[src/kmce_pkg.sv]
package kmce_pkg;

  localparam int CNT_W      = 7;
  localparam int DATA_W     = 32;
  localparam int OP_W       = 2;
  localparam int CFG_IDX_W  = 1;
  localparam int CFG_DATA_W = 1;
  localparam int FRAC_W     = 16;
  localparam int DIVN_W     = DATA_W + CNT_W;
  localparam int DIVD_W     = 2 * CNT_W;

  localparam logic [OP_W-1:0] OP_LOAD    = 2'd0;
  localparam logic [OP_W-1:0] OP_COMPUTE = 2'd1;
  localparam logic [OP_W-1:0] OP_QUERY   = 2'd2;
  localparam logic [OP_W-1:0] OP_CLEAR   = 2'd3;

  localparam logic [CFG_IDX_W-1:0] CFG_REVERSE = 1'b0;
  localparam logic [CFG_IDX_W-1:0] CFG_LEFT    = 1'b1;

  localparam logic [DATA_W-1:0] Q31_ONE = 32'h8000_0000;
  localparam logic [DATA_W-1:0] VAR_SAT = 32'hFFFF_FFFF;

  typedef struct packed {
    logic load;
    logic clear;
    logic comp_start;
    logic fetch_take;
    logic count_issue;
    logic arith;
    logic div_surv;
    logic surv_take;
    logic var_take;
    logic emit;
    logic q_start;
    logic q_chk0;
    logic q_chkm;
    logic q_scan;
    logic q_emit;
  } kmce_cmd_t;

  typedef struct packed {
    logic has_samples;
    logic curve_empty;
    logic grp_end;
    logic k_last;
    logic i_last;
    logic act;
    logic ok;
    logic div_done;
    logic slot_free;
    logic q_below;
    logic q_beyond;
    logic q_cont;
  } kmce_sts_t;

endpackage

[src/kmce_ctrl.sv]
module kmce_ctrl (
  input  logic                    clk,
  input  logic                    rst_n,
  input  logic                    in_valid,
  input  logic [kmce_pkg::OP_W-1:0] in_op,
  output logic                    in_ready,
  input  kmce_pkg::kmce_sts_t     sts,
  output kmce_pkg::kmce_cmd_t     cmd
);
  import kmce_pkg::*;

  localparam logic [3:0] S_IDLE  = 4'd0;
  localparam logic [3:0] S_FETCH = 4'd1;
  localparam logic [3:0] S_FWAIT = 4'd2;
  localparam logic [3:0] S_COUNT = 4'd3;
  localparam logic [3:0] S_CLAST = 4'd4;
  localparam logic [3:0] S_ARITH = 4'd5;
  localparam logic [3:0] S_DIVS  = 4'd6;
  localparam logic [3:0] S_DIV1  = 4'd7;
  localparam logic [3:0] S_DIV2  = 4'd8;
  localparam logic [3:0] S_WRITE = 4'd9;
  localparam logic [3:0] S_QCHK0 = 4'd10;
  localparam logic [3:0] S_QCHKM = 4'd11;
  localparam logic [3:0] S_QSCAN = 4'd12;
  localparam logic [3:0] S_QOUT  = 4'd13;

  logic [3:0] state_r;
  logic [3:0] state_nxt;

  always_comb begin
    cmd       = '0;
    state_nxt = state_r;
    in_ready  = (state_r == S_IDLE);
    unique case (state_r)
      S_IDLE: begin
        if (in_valid) begin
          unique case (in_op)
            OP_LOAD:  cmd.load = 1'b1;
            OP_CLEAR: cmd.clear = 1'b1;
            OP_COMPUTE: begin
              cmd.comp_start = 1'b1;
              if (sts.has_samples) state_nxt = S_FETCH;
            end
            OP_QUERY: begin
              cmd.q_start = 1'b1;
              state_nxt   = sts.curve_empty ? S_QOUT : S_QCHK0;
            end
            default: ;
          endcase
        end
      end
      S_FETCH: state_nxt = S_FWAIT;
      S_FWAIT: begin
        cmd.fetch_take = 1'b1;
        state_nxt      = sts.grp_end ? S_COUNT : S_FETCH;
      end
      S_COUNT: begin
        cmd.count_issue = 1'b1;
        if (sts.k_last) state_nxt = S_CLAST;
      end
      S_CLAST: state_nxt = S_ARITH;
      S_ARITH: begin
        cmd.arith = 1'b1;
        state_nxt = (sts.act && sts.ok) ? S_DIVS : S_WRITE;
      end
      S_DIVS: begin
        cmd.div_surv = 1'b1;
        state_nxt    = S_DIV1;
      end
      S_DIV1: begin
        if (sts.div_done) begin
          cmd.surv_take = 1'b1;
          state_nxt     = S_DIV2;
        end
      end
      S_DIV2: begin
        if (sts.div_done) begin
          cmd.var_take = 1'b1;
          state_nxt    = S_WRITE;
        end
      end
      S_WRITE: begin
        if (sts.slot_free) begin
          cmd.emit  = 1'b1;
          state_nxt = sts.i_last ? S_IDLE : S_FETCH;
        end
      end
      S_QCHK0: begin
        cmd.q_chk0 = 1'b1;
        state_nxt  = sts.q_below ? S_QOUT : S_QCHKM;
      end
      S_QCHKM: begin
        cmd.q_chkm = 1'b1;
        state_nxt  = sts.q_beyond ? S_QOUT : S_QSCAN;
      end
      S_QSCAN: begin
        cmd.q_scan = 1'b1;
        state_nxt  = sts.q_cont ? S_QSCAN : S_QOUT;
      end
      S_QOUT: begin
        if (sts.slot_free) begin
          cmd.q_emit = 1'b1;
          state_nxt  = S_IDLE;
        end
      end
      default: state_nxt = S_IDLE;
    endcase
  end

  always_ff @(posedge clk) begin
    if (!rst_n) state_r <= S_IDLE;
    else        state_r <= state_nxt;
  end

endmodule

[config.mk]
export PLATFORM = sky130hd
export DESIGN_NAME = kmce_ctrl
export DESIGN_NICKNAME = d
export VERILOG_FILES = /design/src/kmce_pkg.sv /design/src/kmce_ctrl.sv
export SDC_FILE = /design/constraint.sdc
export NUM_CORES = 1
export LEC_CHECK = 0
export ABC_CLOCK_PERIOD_IN_PS = 2000
export BUFFER_PORTS_ARGS = -buffer_cell sky130_fd_sc_hd__buf_2
export CAP_MARGIN = 20
export CORE_MARGIN = 3
export CORE_UTILIZATION = 44
export CTS_CLUSTER_SIZE = 25
export DETAILED_ROUTE_END_ITERATION = 8
export GPL_ROUTABILITY_DRIVEN = 0
export PLACE_DENSITY = 0.84
export SYNTH_ARGS = -nofsm -noshare
export SYNTH_HDL_FRONTEND = slang
export SYNTH_SLANG_ARGS = --single-unit
[constraint.sdc]
create_clock -name clk -period 2 [get_ports clk]
set_clock_uncertainty 0.15 [all_clocks]
set_input_delay 0.4 -clock clk [delete_from_list [all_inputs] [get_ports clk]]
set_output_delay 0.4 -clock clk [all_outputs]
set_load 0.03 [all_outputs]
# After elaboration in Yosys (flattened, before gate mapping)
# Index checks and enable logic that the tools add are counted.
# classes
n_mux	37
eq_ne	24
n_reduce_logical	4
# ops
cell	n
$pmux W4 S14	1
$mux W4	8
$eq A4 B4 Y1 const B	6
$mux W1	22
$eq A4 B3 Y1 const B	4
$mux W3	4
$ne A2 B2 Y1 const B	6
$eq A4 B2 Y1 const B	2
$pmux W4 S2	1
$reduce_and A8 Y1	1
$eq A2 B2 Y1 const B	2
$eq A4 B1 Y1 const B	1
$logic_not A4 Y1	1
$ne A3 B1 Y1 const B	1
$ne A3 B3 Y1 const B	1
$eq A2 B1 Y1 const B	1
$logic_not A2 Y1	1
$mux W2	1
$logic_and A1 B1 Y1	1
# word_totals
reg_bits	4
output_inout_bits	16
inputBits	17
wordCells	66

# Logic depth before layout (Yosys ltp)
# depth
depth_word	4
mapped_depth	6
depth_no_buf	4

# Worst setup path before layout
# OpenSTA, ideal clock, no wires.
# synth_timing
kind	register to output
start	register state_r[0]
end	output port cmd[12] (netlist name)
path_buffers	1
t_required_ns	1.450
setup_slack_ns	-0.454
path_stages_with_launch	5
t_arrival_ns	1.904
path_cell_list	dfxtp_1 > buf_4 > nor4_4 > nand2_1 > nor3b_1
# synth_lines
element	line_no	source
start, declared	kmce_ctrl.sv:27	logic [3:0] state_r;
start signal, assigned	kmce_ctrl.sv:112	else state_r <= state_nxt;
end, declared	kmce_ctrl.sv:8	output kmce_pkg::kmce_cmd_t cmd

==> impl_metrics.py <==
metrics = {
    "cells_and_area": {
        "largest_reg_flops": 4,
        "area_delta_synth_final_pct": 39.8,
        "mostFrequentLayoutCell": "buf_2",
        "seqCellArea_sq_um": 82.6,
        "final_cell_mix": "27 x buf_2, 11 x buf_4, 8 x nor2_1, 7 x nand2b_1, 6 x nor3_1",
        "antennaDiodeCount": 0,
        "fillers": 127,
        "final_nets": 144,
        "final_util": 0.675,
        "regMostFlops": "state_r",
        "drive_above_1_share": 0.424,
        "reg_top3": "state_r x4",
        "multi_input_area_sq_um": 514,
    },
    "sta": {
        "timing.final.crit_share": 0.982,
        "setup_viol": 0,
        "hold_viol": 0,
        "finalCriticalPeriod_ns": 1.96,
        "rsz0062_at_grt": "yes",
        "fmax_mhz": 509,
        "setup_tns_ns": 0,
        "max_slew_margin": 0.784,
        "maxSlewViolCount": 0,
        "worst_slew_pin_slew_ns": 0.321,
    },
    "detailed_routing": {
        "wirelength_microns": 1980,
        "first_pass_iters": 4,
        "detail_route.wl_per_cell_microns": 14.1,
        "drtAntennaViolNets": 0,
        "drc_errors": 0,
        "first_iter_violations": 23,
        "post_drt_via_cell_ratio": 5.80,
        "via_count": 812,
    },
    "grt": {
        "grt_pass1_wl_microns": 3220,
        "grtUsageTotal": 0.214,
        "grt_max_degree": 18,
        "antenna_found_initial": 0,
        "grt-ovfl-total": 0,
        "grt_pass1_vias": 776,
    },
    "setup_path": {
        "worstSetupPathType": "flop to output port",
        "crit_start": "state_r[3]",
        "crit_path_end_kind": "output port",
        "critPathRequiredTime_ns": 1.45,
        "rrSetupSlack_ns": 0.33,
        "slowest_stage": "dfxtp_1",
        "path_max_fanout": 3,
        "startpoint_type": "flop",
        "r2r_start": "state_r[1]",
        "rr_worst_depth": 5,
        "r2r-end": "state_r[2]",
        "path_cells": "nor4_4 > nand2_2 > nor3b_4 > buf_6",
        "slowest_delay_ns": 0.33,
        "cp.arrival_ns": 1.41,
        "worstSetupEndpoint": "cmd[12]",
    },
    "clocking": {
        "htreeDepth": 1,
        "cts_max_path_buffers": 2,
        "numCtsBuffers": 3,
        "ctsHoldBuffers": 0,
        "cts_root_buffer": "clkbuf_4",
        "clk_latency_ns": 0.24,
        "cts.sinks": 4,
        "cts_tree": "done",
        "cts.clk_slew.worst_paths_ns": 0.04,
    },
    "synth": {
        "synth_cells": 87,
        "syn_nets": 104,
        "yosysUniqueCellTypes": 38,
        "netlist_area_sq_um": 644,
        "synth-seq-area-share": 0.124,
        "synth-seq-cells": 4,
        "ys_warn_count": 0,
        "postSynthAreaPerCell_sq_um": 7.41,
    },
    "floorplan": {
        "die_w_microns": 44.3,
        "dieArea_sq_um": 1960,
        "coreArea_sq_um": 1330,
        "std_cell_rows": 13,
        "start_util": 0.483,
        "die_h_microns": 44.3,
        "io_pins": 33,
    },
    "placement": {
        "portBuffers": 32,
        "hpwlAfterDp_microns": 1470,
    },
    "power": {
        "peakVddDrop_mv": 1.01,
        "power.leakage_nw": 0.413,
        "p_per_area_nw_per_um2": 1390,
    },
    "min_path": {
        "hp-class": "input port to flop",
        "hold_depth": 3,
    },
    "run": {
        "maxCapViolations": 0,
    },
    "status": {
        "status": "complete, no violations",
    },
}
==> synthesized netlist by cell type (all sizes together) <==
cell | number | area share
nor2 | 9 | 0.052
nand2b | 7 | 0.068
nor3 | 7 | 0.054
o21ai | 6 | 0.047
a21oi | 5 | 0.045
buf | 5 | 0.082
nand2 | 5 | 0.029
dfxtp | 4 | 0.12
inv | 3 | 0.017
a211o | 2 | 0.029
a211oi | 2 | 0.023
and4 | 2 | 0.027
mux2i | 2 | 0.031
nand3 | 2 | 0.016
nand4b | 2 | 0.027
nor2b | 2 | 0.019
nor3b | 2 | 0.023
o211a | 2 | 0.031
o221ai | 2 | 0.027
or3b | 2 | 0.027
a2bb2oi | 1 | 0.014
a31oi | 1 | 0.0097
and3 | 1 | 0.0097
and3b | 1 | 0.014
clkbuf | 1 | 0.021
nand3b | 1 | 0.012
nor4 | 1 | 0.033
nor4b | 1 | 0.014
nor4bb | 1 | 0.016
o21a | 1 | 0.012
o31ai | 1 | 0.012
o32ai | 1 | 0.014
or2b | 1 | 0.012
or3 | 1 | 0.0097
==> critical path: cells and delay by family (launching register included) <==
kind                   cells  cell delay, ns
and+or+nand+nor            3            0.69
buffers and inverters      1            0.15
DFF                        1            0.33
==> stage by stage <==
step	area (sq um)	hold WS, ns	power, mW	setup WS (ns)	instances
floorplan	672	0.388	0.861	-0.121	87
global placement	822	0.534	0.973	0.198	133
detailed placement	822	0.545	0.992	0.136	133
CTS	861	0.301	1.14	0.00124	137
global route	901	0.313	1.35	-0.0691	140
finish	901	0.308	1.26	0.0354	140
==> routing by layer <==
layer,track usage,vias up,share of wire
li1,-,409,-
met4,0.108,0,0
met2,0.381,37,0.52
met3,0.0325,0,0.085
met5,0,-,0
met1,0.245,366,0.40
==> kinds of logic (layout without fill, tap and decap cells) <==
logic type      count (synthesis)  count (layout)  synth area share
flops                           4               4             0.124
simple gates                   48              48             0.462
compound gates                 24              24             0.262
buf+inv                         9              47             0.120
mux                             2               2            0.0311
==> power breakdown <==
group          leakage (nW)  switching [mW]  internal [mW]
clock network        0.0138          0.0365         0.0674
logic                 0.365           0.538          0.451
registers            0.0336          0.0487          0.115
==> cell type report <==
cell class,instances,area share
Tap cell,15,0.0208
Clock buffer,3,0.0250
Inverter,3,0.0125
Sequential cell,4,0.0917
Multi-Input combinational cell,74,0.571
Timing Repair Buffer,41,0.279
==> how the worst min path moves through the flow <==
stage / start / to / slack, ns
2_1_floorplan: rst_n / state_r[1] / 0.39
3_3_place_gp: state_r[3] / state_r[3] / 0.53
3_5_place_dp: state_r[3] / state_r[3] / 0.55
4_1_cts: rst_n / state_r[1] / 0.30
5_1_grt: rst_n / state_r[2] / 0.31
6_report: rst_n / state_r[1] / 0.31
==> what timing repair did <==
item | 4_1_cts | 5_1_grt
endpoints found under the setup margin | 3 | 9
gates cloned | 0 | 0
pin swaps | 2 | 0
gates resized for setup | 3 | 8
buffers inserted | 1 | 3
No activity file was read; power rests on OpenSTA's default activity.
